==> src/hw/rtl/dual_odometer_speed_estimator_assert.svh <==
// ----------------------------------------------------------------------------
// Dual odometer speed estimator assertion macros
// Shorthand for clocked implication checks that are disabled during reset.
// ----------------------------------------------------------------------------
`ifndef DUAL_ODOMETER_SPEED_ESTIMATOR_ASSERT_SVH
`define DUAL_ODOMETER_SPEED_ESTIMATOR_ASSERT_SVH

// The consequent must hold in the same cycle as the antecedent.
`define DOS_ASSERT_IMPL(name, clk, rstn, ante, cons, msg) \
  name: assert property (@(posedge clk) disable iff (!rstn) (ante) |-> (cons)) \
    else $error(msg);

// The consequent must hold in the cycle after the antecedent.
`define DOS_ASSERT_NEXT(name, clk, rstn, ante, cons, msg) \
  name: assert property (@(posedge clk) disable iff (!rstn) (ante) |=> (cons)) \
    else $error(msg);

`endif

==> src/hw/rtl/dos_pkg.sv <==
// ----------------------------------------------------------------------------
// Dual odometer speed estimator package
// Widths, scale constants, command and divider types shared by the block.
// ----------------------------------------------------------------------------
package dos_pkg;

  // Field widths of the sensor report and the result word.
  localparam int unsigned TIME_W  = 32;
  localparam int unsigned COUNT_W = 32;
  localparam int unsigned VEL_W   = 32;
  localparam int unsigned MOVED_W = 40;
  localparam int unsigned TOTAL_W = 48;
  localparam int unsigned TSUM_W  = 33;

  // Configuration register widths and indexes.
  localparam int unsigned DPT_W     = 16;
  localparam int unsigned TIMEOUT_W = 32;
  localparam int unsigned CFG_W     = 32;
  localparam int unsigned CFG_IDX_W = 1;
  localparam logic [CFG_IDX_W-1:0] REG_DIST_PER_TICK = 1'd0;
  localparam logic [CFG_IDX_W-1:0] REG_STALE_TIMEOUT = 1'd1;
  localparam logic [DPT_W-1:0]     DPT_RESET         = 16'd1000;
  localparam logic [TIMEOUT_W-1:0] TIMEOUT_RESET     = 32'd100000;

  // Scale factors: two channels averaged times um->mm per us->s.
  localparam int unsigned SPEED_SCALE = 2000;
  localparam int unsigned CAP_SCALE   = 1000;
  localparam int unsigned DPT2K_W     = 27;
  localparam int unsigned DPT1K_W     = 26;

  // Exact distance moved: 33-bit tick sum times 17-bit signed distance.
  localparam int unsigned MOVED_X_W = 49;

  // Divider: 59-bit dividend, 32-bit divisor, 32-bit quotient or overflow.
  localparam int unsigned DEN_W = 32;
  localparam int unsigned NUM_W = 59;

  // Default depth of the command queue between front and back.
  localparam int unsigned FIFO_DEPTH = 2;

  // One classified report handed from the front to the back.
  typedef struct packed {
    logic signed [COUNT_W-1:0]   da;
    logic signed [COUNT_W-1:0]   db;
    logic [TIME_W-1:0]           dta;
    logic [TIME_W-1:0]           dtb;
    logic [TIME_W-1:0]           elapsed;
    logic                        upd_a;
    logic                        upd_b;
    logic                        stale;
    logic                        cap_en;
    logic signed [MOVED_X_W-1:0] moved;
    logic signed [TSUM_W-1:0]    tick_sum;
  } dos_cmd_t;

  typedef struct packed {
    logic             start;
    logic [NUM_W-1:0] num;
    logic [DEN_W-1:0] den;
  } dos_div_req_t;

  typedef struct packed {
    logic             busy;
    logic             done;
    logic             ovf;
    logic [DEN_W-1:0] quot;
  } dos_div_rsp_t;

  typedef enum logic [2:0] {
    ST_IDLE,
    ST_LOAD,
    ST_START,
    ST_WAIT,
    ST_FINISH
  } dos_state_e;

  typedef enum logic [1:0] {
    PH_A,
    PH_B,
    PH_C
  } dos_phase_e;

endpackage

==> src/hw/rtl/dos_div.sv <==
// ----------------------------------------------------------------------------
// Shared divider
// Restoring divider, one quotient bit per cycle. Flags overflow when the
// quotient does not fit in 32 bits, so only 32 steps are ever needed.
// ----------------------------------------------------------------------------
module dos_div (
  input  logic                  clk_i,
  input  logic                  rst_ni,
  input  dos_pkg::dos_div_req_t req_i,
  output dos_pkg::dos_div_rsp_t rsp_o
);
  import dos_pkg::*;

  localparam int unsigned HI_W  = NUM_W - DEN_W;
  localparam int unsigned CNT_W = $clog2(DEN_W);

  logic             busy_q, done_q, ovf_q;
  logic [CNT_W-1:0] cnt_q;
  logic [DEN_W-1:0] rem_q, quo_q, den_q;

  logic [HI_W-1:0]  num_hi;
  logic             hi_ovf;
  logic [DEN_W:0]   trial, diff;
  logic             ge;

  // Overflow when the upper dividend part already reaches the divisor.
  assign num_hi = req_i.num[NUM_W-1:DEN_W];
  assign hi_ovf = ({{(DEN_W - HI_W){1'b0}}, num_hi} >= req_i.den);

  // One restoring step.
  assign trial = {rem_q, quo_q[DEN_W-1]};
  assign diff  = trial - {1'b0, den_q};
  assign ge    = (trial >= {1'b0, den_q});

  // Sequencing of the iteration.
  always_ff @(posedge clk_i or negedge rst_ni) begin
    if (!rst_ni) begin
      busy_q <= 1'b0;
      done_q <= 1'b0;
      cnt_q  <= '0;
    end else begin
      done_q <= 1'b0;
      if (req_i.start) begin
        busy_q <= !hi_ovf;
        done_q <= hi_ovf;
        cnt_q  <= CNT_W'(DEN_W - 1);
      end else if (busy_q) begin
        cnt_q <= cnt_q - 1'b1;
        if (cnt_q == '0) begin
          busy_q <= 1'b0;
          done_q <= 1'b1;
        end
      end
    end
  end

  // Remainder and quotient shift registers.
  always_ff @(posedge clk_i) begin
    if (req_i.start) begin
      ovf_q <= hi_ovf;
      den_q <= req_i.den;
      rem_q <= {{(DEN_W - HI_W){1'b0}}, num_hi};
      quo_q <= req_i.num[DEN_W-1:0];
    end else if (busy_q) begin
      rem_q <= ge ? diff[DEN_W-1:0] : trial[DEN_W-1:0];
      quo_q <= {quo_q[DEN_W-2:0], ge};
    end
  end

  assign rsp_o.busy = busy_q;
  assign rsp_o.done = done_q;
  assign rsp_o.ovf  = ovf_q;
  assign rsp_o.quot = quo_q;
endmodule

==> config.mk <==
export PLATFORM = sky130hd
export DESIGN_NAME = dos_div
export DESIGN_NICKNAME = d
export VERILOG_FILES = /design/src/hw/rtl/dual_odometer_speed_estimator_assert.svh /design/src/hw/rtl/dos_pkg.sv /design/src/hw/rtl/dos_div.sv
export SDC_FILE = /design/constraint.sdc
export NUM_CORES = 1
export LEC_CHECK = 0
export BUFFER_PORTS_ARGS = -buffer_cell sky130_fd_sc_hd__buf_2
export CAP_MARGIN = 5
export CORE_UTILIZATION = 55
export CTS_CLUSTER_DIAMETER = 30
export DETAILED_ROUTE_END_ITERATION = 12
export PLACE_DENSITY = 0.79
export SYNTH_ARGS = -nofsm -noshare
export SYNTH_HDL_FRONTEND = slang
export SYNTH_SLANG_ARGS = --single-unit
==> constraint.sdc <==
create_clock -name clk_i -period 3.7 [get_ports clk_i]
set_input_delay 0.185 -clock clk_i [delete_from_list [all_inputs] [get_ports clk_i]]
set_output_delay 0.185 -clock clk_i [all_outputs]
set_load 0.01 [all_outputs]
==> impl_metrics.yaml <==
critical_path:
  ff2ff_setup_slack_ns: 0.26
  r2r_end: "rem_q[24]"
  cp_max_fo: 24
  crit_required_ns: 3.79
  critPathKind: "reg2reg"
  worstRegToRegCells: 9
  cp-end-kind: "flip-flop"
  cp.arrival_ns: 3.53
  start_kind: "flip-flop"
  rr_startpoint: "rem_q[9]"
die:
  dieArea_sq_mm: 0.01344
  pin_count: 129
  start_util_pct: 56.56
  core_area_sq_mm: 0.01262
  die_h_um: 115.9
  die_x_um: 115.9
  row_count: 41
clock_network:
  cts_buffers: 9
  clk_pin_slew_worst_paths_ns: 0.08
  worstSkewPairLatency_ns: 0.36
  clock-sinks: 104
  clockBufferDepth: 2
  cts_htree_levels: 3
  cts_tree: "built"
  ctsRootBufferMaster: "clkbuf_16"
synthesis:
  netlist_area_sq_mm: 0.007138
  synth-edff-count: 92
  synth_cell_type_count: 68
  synth_compound_area_share_pct: 16.55
  synth_seq_cells: 104
  synthSimpleGateAreaFrac_pct: 12.69
  synthAdderAreaFrac_pct: 10.97
  synth_ff_type: "edfxtp_1"
  synth-xor-area-share_pct: 3.558
  ys_seq_area_share_pct: 42.56
  async_reset_ff_share_pct: 6.731
  synth_warnings: 0
  synth_nets: 873
  synth_mux_area_share_pct: 6.994
  syn_avg_cell_area_sq_um: 9.956
  syn_inst: 717
  synth_top_family_by_area: "compound AO/OA/AOI/OAI gates"
routing:
  routedWlPerCell_um: 17.32
  antenna_left: 0
  vias_per_cell: 5.802
  drt_pass1_iterations: 5
  drc: 0
  vias: 5889
  wl_um: 17580
  first_iter_violations: 393
global_routing:
  first_global_vias: 5807
  grt_pass1_wl_um: 28430
  antenna_found_initial: 0
  gr-total-overflow: 0
  grt_max_degree: 60
  track_usage_pct: 27.51
power_and_ir_drop:
  p_leak_nw: 3.746
  p_per_area_mw_per_mm2: 501.7
  peakVddDrop_mv: 0.3720
final_layout:
  final_cell_mix: "buf_2, edfxtp_1, inv_1"
  final_cells: 1015
  final_nets: 994
  drive_gt1_share_pct: 23.84
  area_growth_pct: 15.57
  diodes: 0
  final_common_cell: "buf_2"
place:
  dp.cells: 997
  portBuffers: 128
  dp_hpwl_um: 13530
  gp_congestion: 0.9176
hold_path:
  hold_start: "req_i[7]"
  whs_endpoint: "den_q[7]"
  holdCritPathClass: "in2reg"
  hold_depth: 1
sta:
  slew_headroom_pct: 54.76
  fin_crit_sh_pct: 93.03
  tns_ns: 0
  slew_violations: 0
  setup_viol: 0
  max_freq_mhz: 290.5
  hold_viol_final: 0
  grt_setup_unrepaired: "no"
  fin_skew_ns: 0.01058
  tightest_slew_ns: 0.6786
  finalCriticalPeriod_ns: 3.442
run:
  cap_violations: 0
status:
  run_status: "complete, no violations"
-- Yosys cell counts, drive strengths merged (11+ instances only) --
cell type | count | area share [%]
nand3 | 11 | 0.77
inv | 76 | 4.0
xnor2 | 17 | 2.1
xor2 | 12 | 1.5
mux2 | 31 | 4.9
nand2 | 73 | 3.8
nand4 | 12 | 1.1
nor3 | 16 | 1.2
a21o | 19 | 2.0
mux2i | 15 | 2.1
edfxtp | 92 | 39
a21oi | 40 | 2.8
clkbuf | 13 | 0.70
o21ai | 46 | 3.2
a31oi | 12 | 1.1
buf | 24 | 2.0
nor2 | 32 | 1.9
ha | 61 | 11
-- registers in the layout, indices dropped and copies added, names as in the netlist --
register	count
den_q	32
quo_q	32
rem_q	32
cnt_q	5
busy_q	1
done_q	1
ovf_q	1
-- how the worst max path moves through the flow --
stage,slack (ns),cells past startpoint,start,end
floorplan,0.61,11,rem_q[9],rem_q[20]
global placement,0.25,9,rem_q[9],rem_q[20]
detailed placement,0.09,9,rem_q[23],rem_q[21]
CTS,0.06,9,rem_q[23],rem_q[21]
global route,0.08,10,rem_q[23],rem_q[15]
finish,0.26,9,rem_q[9],rem_q[24]
-- per-layer routing --
metal / part of all wire (%) / wire [um] / track usage, % / up-vias
met5: 0 / 0 / 0 / -
met4: 2.5 / 433 / 8.889 / 0
met3: 6.0 / 1054 / 6.119 / 31
met2: 48 / 8430 / 45.56 / 233
met1: 44 / 7664 / 35.80 / 2765
li1: - / - / - / 2860
-- cells by family after synthesis --
| family | Yosys count |
|---|---|
| AND/OR/NAND/NOR | 185 |
| multiplexers | 46 |
| flip-flops | 104 |
| buffers and inverters | 113 |
| adder cells (fa/ha/maj) | 62 |
| XOR/XNOR | 29 |
| AO/OA/AOI/OAI | 178 |
-- timing repair --
| action | in CTS | in global routing |
|---|---|---|
| buffers inserted | 0 | 0 |
| setup endpoints to repair | 0 | 13 |
| hold endpoints to repair | 8 | 0 |
| gates resized for setup | 0 | 2 |
| hold buffers | 2 | 0 |
-- final cells by class --
type	count	area (sq um)
well taps	172	215.2
clock inverters	7	68.82
fillers	1037	4370
clock buffers	9	225.2
repair buffers	147	790.8
inverters	76	285.3
flip-flops and latches	104	3038
multi-input cells	500	3626
-- power breakdown --
group	internal, mW	switching, mW	total (mW)
registers	1.47	0.0862	1.55
clock network	0.478	0.478	0.956
logic	0.677	0.953	1.63
-- through the flow --
| step | setup WS, ns | power [mW] | cell area [sq um] | util (%) | hold WS [ns] |
|---|---|---|---|---|---|
| after global routing | 0.08491 | 4.378 | 8249 | 65.37 | 0.003543 |
| final | 0.2580 | 4.138 | 8249 | 65.37 | 0.009023 |
| after CTS | 0.05543 | 4.138 | 8247 | 65.35 | 0.0008660 |
| after floorplan | 0.6132 | 2.725 | 7138 | - | -0.1106 |
| after detailed placement | 0.08848 | 3.174 | 7933 | 62.86 | 0.02736 |
| after global placement | 0.2546 | 3.135 | 7933 | 62.86 | 0.01896 |
-- worst max-delay path, stage by stage, from the launching register on --
cell,delay (ns)
edfxtp_1,0.40
ha_1,0.46
nand4_2,0.16
or4_1,0.61
o211a_1,0.25
o311ai_2,0.28
nor3_2,0.14
nor2_8,0.47
mux2i_1,0.32
o21ai_1,0.08
Power figures use the tool's default switching activity.
