<file path="src/hw/rtl/dual_odometer_speed_estimator_assert.svh">
// ----------------------------------------------------------------------------
// Dual odometer speed estimator assertion macros
// Shorthand for clocked implication checks that are disabled during reset.
// ----------------------------------------------------------------------------
`ifndef DUAL_ODOMETER_SPEED_ESTIMATOR_ASSERT_SVH
`define DUAL_ODOMETER_SPEED_ESTIMATOR_ASSERT_SVH

// The consequent must hold in the same cycle as the antecedent.
`define DOS_ASSERT_IMPL(name, clk, rstn, ante, cons, msg) \
  name: assert property (@(posedge clk) disable iff (!rstn) (ante) |-> (cons)) \
    else $error(msg);

// The consequent must hold in the cycle after the antecedent.
`define DOS_ASSERT_NEXT(name, clk, rstn, ante, cons, msg) \
  name: assert property (@(posedge clk) disable iff (!rstn) (ante) |=> (cons)) \
    else $error(msg);

`endif

</file>
<file path="src/hw/rtl/dos_pkg.sv">
// ----------------------------------------------------------------------------
// Dual odometer speed estimator package
// Widths, scale constants, command and divider types shared by the block.
// ----------------------------------------------------------------------------
package dos_pkg;

  // Field widths of the sensor report and the result word.
  localparam int unsigned TIME_W  = 32;
  localparam int unsigned COUNT_W = 32;
  localparam int unsigned VEL_W   = 32;
  localparam int unsigned MOVED_W = 40;
  localparam int unsigned TOTAL_W = 48;
  localparam int unsigned TSUM_W  = 33;

  // Configuration register widths and indexes.
  localparam int unsigned DPT_W     = 16;
  localparam int unsigned TIMEOUT_W = 32;
  localparam int unsigned CFG_W     = 32;
  localparam int unsigned CFG_IDX_W = 1;
  localparam logic [CFG_IDX_W-1:0] REG_DIST_PER_TICK = 1'd0;
  localparam logic [CFG_IDX_W-1:0] REG_STALE_TIMEOUT = 1'd1;
  localparam logic [DPT_W-1:0]     DPT_RESET         = 16'd1000;
  localparam logic [TIMEOUT_W-1:0] TIMEOUT_RESET     = 32'd100000;

  // Scale factors: two channels averaged times um->mm per us->s.
  localparam int unsigned SPEED_SCALE = 2000;
  localparam int unsigned CAP_SCALE   = 1000;
  localparam int unsigned DPT2K_W     = 27;
  localparam int unsigned DPT1K_W     = 26;

  // Exact distance moved: 33-bit tick sum times 17-bit signed distance.
  localparam int unsigned MOVED_X_W = 49;

  // Divider: 59-bit dividend, 32-bit divisor, 32-bit quotient or overflow.
  localparam int unsigned DEN_W = 32;
  localparam int unsigned NUM_W = 59;

  // Default depth of the command queue between front and back.
  localparam int unsigned FIFO_DEPTH = 2;

  // One classified report handed from the front to the back.
  typedef struct packed {
    logic signed [COUNT_W-1:0]   da;
    logic signed [COUNT_W-1:0]   db;
    logic [TIME_W-1:0]           dta;
    logic [TIME_W-1:0]           dtb;
    logic [TIME_W-1:0]           elapsed;
    logic                        upd_a;
    logic                        upd_b;
    logic                        stale;
    logic                        cap_en;
    logic signed [MOVED_X_W-1:0] moved;
    logic signed [TSUM_W-1:0]    tick_sum;
  } dos_cmd_t;

  typedef struct packed {
    logic             start;
    logic [NUM_W-1:0] num;
    logic [DEN_W-1:0] den;
  } dos_div_req_t;

  typedef struct packed {
    logic             busy;
    logic             done;
    logic             ovf;
    logic [DEN_W-1:0] quot;
  } dos_div_rsp_t;

  typedef enum logic [2:0] {
    ST_IDLE,
    ST_LOAD,
    ST_START,
    ST_WAIT,
    ST_FINISH
  } dos_state_e;

  typedef enum logic [1:0] {
    PH_A,
    PH_B,
    PH_C
  } dos_phase_e;

endpackage

</file>
<file path="src/hw/rtl/dos_fifo.sv">
// ----------------------------------------------------------------------------
// Command queue
// Short register queue that decouples the front end from the back end.
// ----------------------------------------------------------------------------
module dos_fifo #(
  parameter int unsigned DEPTH = dos_pkg::FIFO_DEPTH
) (
  input  logic              clk_i,
  input  logic              rst_ni,
  input  logic              push_i,
  input  dos_pkg::dos_cmd_t data_i,
  output logic              full_o,
  input  logic              pop_i,
  output dos_pkg::dos_cmd_t data_o,
  output logic              empty_o
);
  import dos_pkg::*;

  localparam int unsigned PTR_W = (DEPTH > 1) ? $clog2(DEPTH) : 1;
  localparam int unsigned CNT_W = $clog2(DEPTH + 1);

  dos_cmd_t          mem_q [DEPTH];
  logic [PTR_W-1:0]  wr_ptr_q, rd_ptr_q;
  logic [CNT_W-1:0]  cnt_q;

  assign full_o  = (cnt_q == CNT_W'(DEPTH));
  assign empty_o = (cnt_q == '0);
  assign data_o  = mem_q[rd_ptr_q];

  // Entry storage.
  always_ff @(posedge clk_i) begin
    if (push_i) begin
      mem_q[wr_ptr_q] <= data_i;
    end
  end

  // Pointers and fill count.
  always_ff @(posedge clk_i or negedge rst_ni) begin
    if (!rst_ni) begin
      wr_ptr_q <= '0;
      rd_ptr_q <= '0;
      cnt_q    <= '0;
    end else begin
      if (push_i) begin
        wr_ptr_q <= (wr_ptr_q == PTR_W'(DEPTH - 1)) ? '0 : wr_ptr_q + 1'b1;
      end
      if (pop_i) begin
        rd_ptr_q <= (rd_ptr_q == PTR_W'(DEPTH - 1)) ? '0 : rd_ptr_q + 1'b1;
      end
      if (push_i && !pop_i) begin
        cnt_q <= cnt_q + 1'b1;
      end else if (pop_i && !push_i) begin
        cnt_q <= cnt_q - 1'b1;
      end
    end
  end
endmodule

</file>
<file path="config.mk">
export PLATFORM = sky130hd
export DESIGN_NAME = dos_fifo
export DESIGN_NICKNAME = d
export VERILOG_FILES = /design/src/hw/rtl/dual_odometer_speed_estimator_assert.svh /design/src/hw/rtl/dos_pkg.sv /design/src/hw/rtl/dos_fifo.sv
export SDC_FILE = /design/constraint.sdc
export NUM_CORES = 1
export LEC_CHECK = 0
export BUFFER_PORTS_ARGS = -buffer_cell sky130_fd_sc_hd__buf_4
export CORE_AREA = 2 2 195 197
export CTS_BUF_LIST = sky130_fd_sc_hd__clkbuf_8 sky130_fd_sc_hd__clkbuf_16
export DETAILED_ROUTE_END_ITERATION = 8
export DIE_AREA = 0 0 197 199
export PLACE_DENSITY = 0.76
export SETUP_SLACK_MARGIN = 0.02
export SYNTH_ARGS = -nofsm -noshare
export SYNTH_HDL_FRONTEND = slang
export SYNTH_SLANG_ARGS = --single-unit
</file>
<file path="constraint.sdc">
create_clock -name clk_i -period 17.12 [get_ports clk_i]
set_input_delay 0.856 -clock clk_i [delete_from_list [all_inputs] [get_ports clk_i]]
set_output_delay 0.856 -clock clk_i [all_outputs]
set_load 0.01 [all_outputs]
</file>
==> results by stage <==
Die:
- The placeable core area is 37130 um^2.
- The floorplan die area is 39200 um^2.
- The floorplan step set the die width to 197 um.
- The number of top-level pins is 498.
- For this configuration, the core starts out at a cell density of 48.54%.
- The floorplan step set the die height to 199 um.
- The number of standard-cell rows in the floorplan is 71.

Clock network:
- Clock tree synthesis inserted a total of 49 buffers.
- The number of buffers added to fix hold violations after cts is 0.
- The clock latency at the later pin of the worst-skew pair is 0.57 ns.
- The maximum level of the CTS H-tree is 2.
- The sink count of the clock tree is 496.
- The quantity of gates resized following cts is 0.
- Clock-pin slew was measured on the worst setup and hold paths at 0.06 ns.
- The CTS root buffer is sky130_fd_sc_hd__clkbuf_16.
- No sink is reached through more buffers than the 3 on the longest clock path.
- TritonCTS built the clock tree.
- The number of setup buffers added after CTS is 0.

STA:
- For the finished layout, the period the worst path requires is 4.439 ns.
- The accumulated negative setup slack is 0 ns.
- Setup violations remaining at the end of the flow were counted as 0.
- The worst clock skew on the final layout is 0.01421 ns.
- The fmax is 0.2253 GHz.
- The slew of the pin with the lowest slew margin is 1.156 ns.
- The final count of pins violating max slew came to 0.
- The hold slack is 0.07295 ns.
- The part of the cycle the worst path needs is 25.93%.
- The worst pin sits at a relative slew slack of 22.93%.
- The number of failing hold endpoints at the final stage was 0.
- Setup repair after global routing left no endpoint under its margin.

Finish:
- The final antenna diode count is 0.
- The net count reported at finish is 1561.
- At the end of the flow the core is filled with cells to 64.04%.
- Leaving out fill and tap cells, the most frequent cells in the layout are sky130_fd_sc_hd__buf_4 (504), sky130_fd_sc_hd__edfxtp_1 (492), sky130_fd_sc_hd__mux2_2 (246).
- The area growth from synthesis to layout is 31.93%.
- In the final layout, the share of cells above drive strength 1 is 61.58%.
- Leaving out fill and tap cells, the most frequent cell in the layout is sky130_fd_sc_hd__buf_4.

Routing:
- The wire length reported by the detailed router is 39230 um.
- The number of design rule violations left after detail routing is 0.
- The number of nets with antenna violations after detailed routing is 0.
- Summing over every cut layer, the via total after detailed routing is 9214.
- The first detailed-routing pass took 4 iterations.
- After the first detailed-routing iteration, the DRC count stood at 504.
- The per-cell via count in the routed design is 5.049.
- In the detailed route, the total length drawn on met2 is 19650 um.
- In the final routing, the length of wire on met1 measures 14500 um.
- The total met3 wirelength after detailed routing is 3776 um.
- The uppermost layer routed is met4.
- The per-cell routed wire length is 21.50 um.

Setup path:
- The required time at the endpoint of the critical path is 16.26 ns.
- For the worst flop-to-flop path, the logic depth is 3.
- The worst endpoint data arrival time is 3.58 ns.
- The terminus of the critical flop-to-flop path is mem_q[1][170].
- The worst setup path category is reg2out.
- The worst setup path is launched from a flop.
- The worst register-to-register path has a setup slack of 14.10 ns.
- The reg-to-reg startpoint is wr_ptr_q.
- The endpoint class of the critical path is a primary output.
- The worst-path maximum fanout is 72.

Global routing:
- The overall global routing resource usage is 19.26%.
- The first global-routing pass estimated 55660 um of wire.
- The pin count of the biggest net entering global routing is 170.
- The number of antenna violations at the first check in global routing is 0.
- The via count of the first global-routing pass came to 9554.
- After global routing the overflow that remains totals 0.

Logic synthesis:
- The synthesized cell area is 18020 um^2.
- The part of the Yosys area used for sequential elements is 82.52%.
- The flip-flop and latch count after synthesis is 496.
- Summed over all instances, the cell type with the most area after synthesis is sky130_fd_sc_hd__edfxtp_1.
- The number of cells produced by synthesis is 781.
- Ranked by total cell area, the synthesized netlist is headed by sky130_fd_sc_hd__edfxtp_1 (82%), sky130_fd_sc_hd__mux2_2 (15%), sky130_fd_sc_hd__buf_6 (1.6%).
- After synthesis, the largest area contributor takes up 81.97% of total cell area.
- For this run, the number of Yosys warnings is 0.
- The mean instance size in the synthesized netlist is 23.08 um^2.
- The total nets after synthesis is 1032.
- The netlist uses 13 different library cells.

Placed design:
- The congestion estimate from routability-driven global placement came to 0.8347.
- Buffers placed on the I/O ports in this run total 497.
- The placed wire-length estimate after detailed placement is 26450 um.

Power:
- Overall power consumption after layout is estimated at 3.933 mW.
- The power per cell area is 165.4 nW/um^2.
- The leakage power of the design is 8.949 nW.
- The peak ir drop on the vdd network is 0.0001293 V.

Outcome:
- The flow ran to the end, and the final reports show no timing, DRC or antenna violations.

Min path:
- The class of the tightest hold or removal check is in2async.

Flow run:
- The max capacitance violation total is 0.
-- how the worst max path moves through the flow --
stage / from / endpoint / slack (ns) / cells after the start
3_3_place_gp: rd_ptr_q / data_o[0] / 13.36 / 4
3_5_place_dp: rd_ptr_q / data_o[242] / 13.28 / 4
4_1_cts: rd_ptr_q / data_o[242] / 12.64 / 4
2_1_floorplan: push_i / mem_q[0][0] / 4.79 / 1
6_report: rd_ptr_q / data_o[242] / 12.68 / 4
5_1_grt: rd_ptr_q / data_o[242] / 12.50 / 4
-- cells in the mapped netlist --
cell,n
sky130_fd_sc_hd__buf_2,1
sky130_fd_sc_hd__buf_4,1
sky130_fd_sc_hd__ha_1,1
sky130_fd_sc_hd__inv_1,1
sky130_fd_sc_hd__dfrtp_1,4
sky130_fd_sc_hd__buf_6,25
sky130_fd_sc_hd__edfxtp_1,492
sky130_fd_sc_hd__mux2_2,246
sky130_fd_sc_hd__xnor2_1,1
sky130_fd_sc_hd__nor2b_1,2
sky130_fd_sc_hd__xor2_1,4
sky130_fd_sc_hd__nor2_1,2
sky130_fd_sc_hd__and2_1,1
-- stage by stage --
stage / cells / instance area [um^2] / setup slack [ns]
3_5_place_dp: 1733 / 22140 / 13.28
5_1_grt: 1825 / 23780 / 12.50
2_1_floorplan: 781 / 18020 / 4.789
4_1_cts: 1825 / 23780 / 12.64
3_3_place_gp: 1733 / 22140 / 13.36
6_report: 1825 / 23780 / 12.68
-- per-layer routing --
| metal | global-route usage (%) | vias to the layer above |
|---|---|---|
| met4 | 8.104 | 0 |
| met2 | 32.23 | 432 |
| li1 | - | 4189 |
| met1 | 22.47 | 4522 |
| met3 | 7.138 | 71 |
| met5 | 0 | - |
-- power breakdown --
group | internal [mW] | leakage (nW) | switching (mW) | total (mW)
logic | 0.602 | 3.45 | 0.566 | 1.17
clock network | 0.632 | 0.838 | 0.438 | 1.07
registers | 1.62 | 4.66 | 0.0787 | 1.69
-- kinds of logic after synthesis --
group | Yosys count | share of synthesized area (%)
fa+ha+maj | 1 | 0.06940
xor+xnor | 5 | 0.2429
mux | 246 | 15.37
flops | 496 | 82.52
buf+inv | 28 | 1.652
simple gates | 5 | 0.1458
-- critical path, cell delays in order (launching register included) --
cell,delay [ns]
sky130_fd_sc_hd__dfrtp_4,0.82
sky130_fd_sc_hd__buf_4,0.68
sky130_fd_sc_hd__buf_4,0.78
sky130_fd_sc_hd__mux2_2,0.43
sky130_fd_sc_hd__buf_4,0.15
-- registers in the layout, summed over array words and instances, names as in the netlist --
| name | count |
|---|---|
| cnt_q | 2 |
| wr_ptr_q | 1 |
| rd_ptr_q | 1 |
| mem_q | 492 |
-- layout make-up --
| class | instances | area, um^2 |
|---|---|---|
| Clock buffer | 51 | 1276 |
| Tap cell | 474 | 593.1 |
| Inverter | 1 | 3.754 |
| Multi-Input combinational cell | 257 | 2863 |
| Clock inverter | 41 | 362.8 |
| Fill cell | 2564 | 13350 |
| Sequential cell | 496 | 14880 |
| Timing Repair Buffer | 505 | 3804 |
Power figures use the tool's default switching activity.
