$ cat config.mk
export PLATFORM = sky130hd
export DESIGN_NAME = dos_front_flat
export DESIGN_NICKNAME = d
export VERILOG_FILES = /design/src/hw/rtl/dual_odometer_speed_estimator_assert.svh /design/src/hw/rtl/dos_pkg.sv /design/src/hw/rtl/dos_in_if.sv /design/src/hw/rtl/dos_front.sv /design/src/flat_wrapper.sv
export SDC_FILE = /design/constraint.sdc
export NUM_CORES = 2
export LEC_CHECK = 0
export BUFFER_PORTS_ARGS = -buffer_cell sky130_fd_sc_hd__buf_4
export CORE_UTILIZATION = 62
export DETAILED_ROUTE_END_ITERATION = 10
export PLACE_DENSITY = 0.84
export REMOVE_ABC_BUFFERS = 1
export SYNTH_ARGS = -nofsm -noshare
export SYNTH_HDL_FRONTEND = slang
export SYNTH_SLANG_ARGS = --single-unit
$ cat constraint.sdc
create_clock -name clk_i -period 13 [get_ports clk_i]
set_input_delay 1.3 -clock clk_i [delete_from_list [all_inputs] [get_ports clk_i]]
set_output_delay 1.3 -clock clk_i [all_outputs]
set_load 0.02 [all_outputs]
$ cat src/hw/rtl/dual_odometer_speed_estimator_assert.svh
// ----------------------------------------------------------------------------
// Dual odometer speed estimator assertion macros
// Shorthand for clocked implication checks that are disabled during reset.
// ----------------------------------------------------------------------------
`ifndef DUAL_ODOMETER_SPEED_ESTIMATOR_ASSERT_SVH
`define DUAL_ODOMETER_SPEED_ESTIMATOR_ASSERT_SVH

// The consequent must hold in the same cycle as the antecedent.
`define DOS_ASSERT_IMPL(name, clk, rstn, ante, cons, msg) \
  name: assert property (@(posedge clk) disable iff (!rstn) (ante) |-> (cons)) \
    else $error(msg);

// The consequent must hold in the cycle after the antecedent.
`define DOS_ASSERT_NEXT(name, clk, rstn, ante, cons, msg) \
  name: assert property (@(posedge clk) disable iff (!rstn) (ante) |=> (cons)) \
    else $error(msg);

`endif

$ cat src/hw/rtl/dos_pkg.sv
// ----------------------------------------------------------------------------
// Dual odometer speed estimator package
// Widths, scale constants, command and divider types shared by the block.
// ----------------------------------------------------------------------------
package dos_pkg;

  // Field widths of the sensor report and the result word.
  localparam int unsigned TIME_W  = 32;
  localparam int unsigned COUNT_W = 32;
  localparam int unsigned VEL_W   = 32;
  localparam int unsigned MOVED_W = 40;
  localparam int unsigned TOTAL_W = 48;
  localparam int unsigned TSUM_W  = 33;

  // Configuration register widths and indexes.
  localparam int unsigned DPT_W     = 16;
  localparam int unsigned TIMEOUT_W = 32;
  localparam int unsigned CFG_W     = 32;
  localparam int unsigned CFG_IDX_W = 1;
  localparam logic [CFG_IDX_W-1:0] REG_DIST_PER_TICK = 1'd0;
  localparam logic [CFG_IDX_W-1:0] REG_STALE_TIMEOUT = 1'd1;
  localparam logic [DPT_W-1:0]     DPT_RESET         = 16'd1000;
  localparam logic [TIMEOUT_W-1:0] TIMEOUT_RESET     = 32'd100000;

  // Scale factors: two channels averaged times um->mm per us->s.
  localparam int unsigned SPEED_SCALE = 2000;
  localparam int unsigned CAP_SCALE   = 1000;
  localparam int unsigned DPT2K_W     = 27;
  localparam int unsigned DPT1K_W     = 26;

  // Exact distance moved: 33-bit tick sum times 17-bit signed distance.
  localparam int unsigned MOVED_X_W = 49;

  // Divider: 59-bit dividend, 32-bit divisor, 32-bit quotient or overflow.
  localparam int unsigned DEN_W = 32;
  localparam int unsigned NUM_W = 59;

  // Default depth of the command queue between front and back.
  localparam int unsigned FIFO_DEPTH = 2;

  // One classified report handed from the front to the back.
  typedef struct packed {
    logic signed [COUNT_W-1:0]   da;
    logic signed [COUNT_W-1:0]   db;
    logic [TIME_W-1:0]           dta;
    logic [TIME_W-1:0]           dtb;
    logic [TIME_W-1:0]           elapsed;
    logic                        upd_a;
    logic                        upd_b;
    logic                        stale;
    logic                        cap_en;
    logic signed [MOVED_X_W-1:0] moved;
    logic signed [TSUM_W-1:0]    tick_sum;
  } dos_cmd_t;

  typedef struct packed {
    logic             start;
    logic [NUM_W-1:0] num;
    logic [DEN_W-1:0] den;
  } dos_div_req_t;

  typedef struct packed {
    logic             busy;
    logic             done;
    logic             ovf;
    logic [DEN_W-1:0] quot;
  } dos_div_rsp_t;

  typedef enum logic [2:0] {
    ST_IDLE,
    ST_LOAD,
    ST_START,
    ST_WAIT,
    ST_FINISH
  } dos_state_e;

  typedef enum logic [1:0] {
    PH_A,
    PH_B,
    PH_C
  } dos_phase_e;

endpackage

$ cat src/hw/rtl/dos_in_if.sv
// ----------------------------------------------------------------------------
// Sensor report channel
// Valid/ready channel carrying one odometer report word.
// ----------------------------------------------------------------------------
interface dos_in_if;
  import dos_pkg::*;

  logic                      valid;
  logic                      ready;
  logic [TIME_W-1:0]         clock_now_us;
  logic signed [COUNT_W-1:0] count_a;
  logic [TIME_W-1:0]         time_a_us;
  logic signed [COUNT_W-1:0] count_b;
  logic [TIME_W-1:0]         time_b_us;

  modport source (
    output valid, clock_now_us, count_a, time_a_us, count_b, time_b_us,
    input  ready
  );

  modport sink (
    input  valid, clock_now_us, count_a, time_a_us, count_b, time_b_us,
    output ready
  );
endinterface

$ cat src/hw/rtl/dos_front.sv
// ----------------------------------------------------------------------------
// Report front end
// Accepts sensor reports, forms tick and time deltas against the stored
// report, classifies the report and pushes a command into the queue.
// ----------------------------------------------------------------------------
module dos_front (
  input  logic                             clk_i,
  input  logic                             rst_ni,
  dos_in_if.sink                           in_i,
  input  logic [dos_pkg::DPT_W-1:0]        cfg_dpt_i,
  input  logic [dos_pkg::TIMEOUT_W-1:0]    cfg_timeout_i,
  input  logic                             full_i,
  output logic                             push_o,
  output dos_pkg::dos_cmd_t                cmd_o
);
  import dos_pkg::*;

  logic signed [COUNT_W-1:0] prev_ca_q, prev_cb_q;
  logic [TIME_W-1:0]         prev_ta_q, prev_tb_q;

  logic signed [COUNT_W-1:0] da, db;
  logic signed [COUNT_W:0]   dsum;
  logic signed [MOVED_X_W:0] moved_full;
  logic [TIME_W-1:0]         tick_now, tick_prev, elapsed;
  logic                      same_tick, stale;

  // A word is taken whenever the queue has room.
  assign in_i.ready = !full_i;
  assign push_o     = in_i.valid && !full_i;

  // Deltas against the previous report, modulo 2^32.
  assign da = in_i.count_a - prev_ca_q;
  assign db = in_i.count_b - prev_cb_q;

  // Exact distance moved this report.
  assign dsum       = {da[COUNT_W-1], da} + {db[COUNT_W-1], db};
  assign moved_full = dsum * $signed({1'b0, cfg_dpt_i});

  // Latest tick time now and before, and time since the stored latest tick.
  assign tick_now  = (in_i.time_a_us > in_i.time_b_us) ? in_i.time_a_us : in_i.time_b_us;
  assign tick_prev = (prev_ta_q > prev_tb_q) ? prev_ta_q : prev_tb_q;
  assign elapsed   = in_i.clock_now_us - tick_prev;
  assign same_tick = (tick_now == tick_prev);
  assign stale     = same_tick && (elapsed > cfg_timeout_i);

  // Command word for the back end.
  always_comb begin
    cmd_o.da       = da;
    cmd_o.db       = db;
    cmd_o.dta      = in_i.time_a_us - prev_ta_q;
    cmd_o.dtb      = in_i.time_b_us - prev_tb_q;
    cmd_o.elapsed  = elapsed;
    cmd_o.upd_a    = (in_i.time_a_us != prev_ta_q);
    cmd_o.upd_b    = (in_i.time_b_us != prev_tb_q);
    cmd_o.stale    = stale;
    cmd_o.cap_en   = same_tick && (elapsed != '0) && !stale;
    cmd_o.moved    = moved_full[MOVED_X_W-1:0];
    cmd_o.tick_sum = {in_i.count_a[COUNT_W-1], in_i.count_a}
                   + {in_i.count_b[COUNT_W-1], in_i.count_b};
  end

  // The stored report is replaced by every accepted word.
  always_ff @(posedge clk_i or negedge rst_ni) begin
    if (!rst_ni) begin
      prev_ca_q <= '0;
      prev_cb_q <= '0;
      prev_ta_q <= '0;
      prev_tb_q <= '0;
    end else if (push_o) begin
      prev_ca_q <= in_i.count_a;
      prev_cb_q <= in_i.count_b;
      prev_ta_q <= in_i.time_a_us;
      prev_tb_q <= in_i.time_b_us;
    end
  end
endmodule

$ cat src/flat_wrapper.sv
// flat-port wrapper written by rule: the top's interface ports become plain ports
module dos_front_flat import dos_pkg::*;
  (clk_i, rst_ni, cfg_dpt_i, cfg_timeout_i, full_i, push_o, cmd_o, in_i_valid, in_i_clock_now_us, in_i_count_a, in_i_time_a_us, in_i_count_b, in_i_time_b_us, in_i_ready);
  dos_in_if in_i_i ();
  input  logic clk_i;
  input  logic rst_ni;
  input  logic [dos_pkg::DPT_W-1:0] cfg_dpt_i;
  input  logic [dos_pkg::TIMEOUT_W-1:0] cfg_timeout_i;
  input  logic full_i;
  output logic push_o;
  output dos_pkg::dos_cmd_t cmd_o;
  input wire logic [$bits(in_i_i.valid)-1:0] in_i_valid;
  input wire logic [$bits(in_i_i.clock_now_us)-1:0] in_i_clock_now_us;
  input wire logic [$bits(in_i_i.count_a)-1:0] in_i_count_a;
  input wire logic [$bits(in_i_i.time_a_us)-1:0] in_i_time_a_us;
  input wire logic [$bits(in_i_i.count_b)-1:0] in_i_count_b;
  input wire logic [$bits(in_i_i.time_b_us)-1:0] in_i_time_b_us;
  output wire logic [$bits(in_i_i.ready)-1:0] in_i_ready;
  assign in_i_i.valid = in_i_valid;
  assign in_i_i.clock_now_us = in_i_clock_now_us;
  assign in_i_i.count_a = in_i_count_a;
  assign in_i_i.time_a_us = in_i_time_a_us;
  assign in_i_i.count_b = in_i_count_b;
  assign in_i_i.time_b_us = in_i_time_b_us;
  assign in_i_ready = in_i_i.ready;
  dos_front u_core (.clk_i(clk_i), .rst_ni(rst_ni), .in_i(in_i_i), .cfg_dpt_i(cfg_dpt_i), .cfg_timeout_i(cfg_timeout_i), .full_i(full_i), .push_o(push_o), .cmd_o(cmd_o));
endmodule
==> flow_metrics.py <==
metrics = {
    "detailed_routing": {
        "vias_per_cell": 5.90,
        "avgRoutedWirePerCell_um": 20.0,
        "via_count": 34200,
        "routed.top_layer": "met5",
        "wl_met1_um": 46800,
        "ant_nets": 0,
        "met3WireLength_um": 10300,
        "wl_um": 116000,
        "wl_met2_um": 52700,
        "detail_route.first_pass.iterations": 8,
        "first_iter_violations": 2923,
        "post-route-drc-count": 0,
    },
    "synth": {
        "synth_seq_cells": 128,
        "synth-main-ff-cell": "dfrtp_1",
        "synth_adder_area_share": 0.416,
        "synthSimpleGateAreaFrac": 0.164,
        "synthCells": 4481,
        "synthTopCellsByCount": "inv_1 (830), nand2_1 (537), fa_1 (499)",
        "synth_top_family_by_area": "adder cells",
        "avgSynthCellArea_um2": 8.28,
        "synthXorXnorAreaFrac": 0.0681,
        "yosysUniqueCellTypes": 98,
        "synth_area_leaders": "fa_1 (27%), ha_1 (15%), dfrtp_1 (8.6%)",
        "synth.area.mux_share": 0.0191,
        "synth_top_cell_area_share": 0.269,
        "async_flop_share": 1.00,
        "yosysMostFrequentCell": "inv_1",
        "yosys_warnings": 0,
        "synth_area_um2": 37100,
        "yosysSeqAreaShare": 0.0864,
        "synth_edf_count": 0,
        "yosys.area.top_type": "fa_1",
        "synth-compound-area-share": 0.148,
    },
    "sta": {
        "max_freq_mhz": 78.8,
        "hold_violations": 0,
        "clock_skew_ns": 0,
        "max_slew_margin": 0.227,
        "maxSlewViolCount": 0,
        "finalCriticalPeriod_ns": 12.70,
        "fin_crit_sh": 0.977,
        "setup_violations": 0,
        "tightest_slew_ns": 1.16,
    },
    "placed_design": {
        "place_hpwl_um": 95900,
        "gp_congestion": 1.01,
        "io_buffers": 459,
        "placedCellCount": 5734,
    },
    "setup_path": {
        "path_common_cell": "buf_4",
        "cp_num_buf_inv": 11,
        "crit_path_end_kind": "output port",
        "cpPeakStageDelay_ns": 0.55,
        "crit_family": "adder cells",
        "critPathRequiredTime_ns": 11.70,
        "cp_max_fo": 5,
        "crit_arrival_ns": 11.40,
        "crit_slowest_cell": "fa_1",
        "critPathLaunchType": "input pin",
        "crit_type": "in2out",
    },
    "clocking": {
        "h-tree-depth": 4,
        "cts_tree": "built",
        "cts_root_buf": "clkbuf_16",
        "cts_buffers": 17,
        "clock_latency_ns": 0.44,
        "clk_path_buf_depth": 2,
        "clk_pin_slew_worst_paths_ns": 0.07,
        "cts.sinks": 128,
    },
    "flow_run": {
        "drv_cap": 0,
    },
    "die": {
        "core_um2": 59000,
        "fp-row-count": 89,
        "start_util": 0.628,
        "fp.dieArea_um2": 60800,
        "die_w_um": 247,
        "io_pins": 460,
        "die_height_um": 247,
    },
    "hold_path": {
        "hp-class": "reg2reg",
    },
    "outcome": {
        "outcome": "complete, no violations",
    },
    "grt": {
        "overflow": 0,
        "grt_util_all_layers": 0.383,
        "grt_first_pass_wirelength_um": 181000,
        "grt_pass1_vias": 34000,
        "grt_max_degree": 99,
        "antenna_found_initial": 6,
    },
    "cells_and_area": {
        "layout.nets": 6147,
        "final_cells": 5797,
        "area_growth_pct": 17.1,
        "layout-drive-gt1-share": 0.160,
        "fillers": 4401,
    },
}
cells by family after synthesis:
| kind of cell | after synthesis |
|---|---|
| compound gates | 848 |
| mux | 70 |
| buf+inv | 964 |
| flops | 128 |
| simple gates | 1253 |
| fa+ha+maj | 935 |
| xor+xnor | 283 |
placed cells by master, fill, tap and decap left out, types with 14 or more instances in the layout:
master     count
ha_1         417
a31oi_1       21
nand4_1       47
nor2b_1       60
or2_2         14
or3_1         16
a21o_1       120
nor2_1       149
fa_1         492
and2_1       205
and3_1        26
o21bai_1      28
clkbuf_16     17
o21ai_0      233
dfrtp_1      128
nand2b_1      37
inv_1        828
nor3_1        50
xor2_1        62
a21oi_1      195
mux2i_1       63
o21a_1        58
nand2_1      537
xnor2_1      209
a211oi_1      22
buf_4        633
nand3_1       50
layer usage:
layer  vias up  global-route usage
li1      15600                   -
met4         2               0.173
met1     16600               0.516
met3       369              0.0573
met2      1689               0.608
met5         -                   0
sequential cells by signal, summed over array words and instances, names as in the netlist:
name,flops
u_core.prev_tb_q,32
u_core.prev_cb_q,32
u_core.prev_ca_q,32
u_core.prev_ta_q,32
area by class of cell:
| cell class | instances | area [um^2] | area share |
|---|---|---|---|
| Timing Repair Buffer | 639 | 4830 | 0.111 |
| Sequential cell | 128 | 3200 | 0.0738 |
| Multi-Input combinational cell | 3389 | 30700 | 0.707 |
| Clock inverter | 13 | 153 | 0.00351 |
| Inverter | 830 | 3120 | 0.0717 |
| Tap cell | 773 | 967 | 0.0223 |
| Antenna cell | 6 | 15.0 | 0.000346 |
| Clock buffer | 19 | 453 | 0.0104 |
through the flow:
step	worst slack, ns	hold WS [ns]	setup TNS, ns	util	cell area, um^2
2_1_floorplan	0.241	0.485	0	-	36500
3_3_place_gp	0.0592	0.501	0	0.714	42100
3_5_place_dp	-0.103	0.511	-0.236	0.714	42100
4_1_cts	0.00511	0.533	0	0.725	42800
5_1_grt	-0.177	0.557	-0.770	0.736	43400
6_report	0.305	0.531	0	0.736	43400
final timing paths:
path | start | to | slack [ns] | cells past startpoint
max | in_i_count_b[4] | cmd_o[76] | 0.30 | 48
min | u_core.prev_ca_q[31] | u_core.prev_ca_q[31] | 0.53 | 1
max reg2reg | u_core.prev_ta_q[28] | u_core.prev_ta_q[28] | 12.18 | 2
min reg2reg | u_core.prev_ca_q[31] | u_core.prev_ca_q[31] | 0.53 | 1
max in group asynchronous | rst_ni | u_core.prev_ta_q[25] | 10.74 | 2
min in group asynchronous | rst_ni | u_core.prev_ta_q[9] | 0.84 | 1
timing repair:
action | CTS | global route
setup endpoints to repair | 3 | 16
gates resized for setup | 7 | 99
buffers inserted | 0 | 25
hold buffers | 0 | 0
pin swaps | 0 | 52
Power is not shown: default switching activity piles up to over one toggle a cycle in this logic, so the estimate is an artifact.
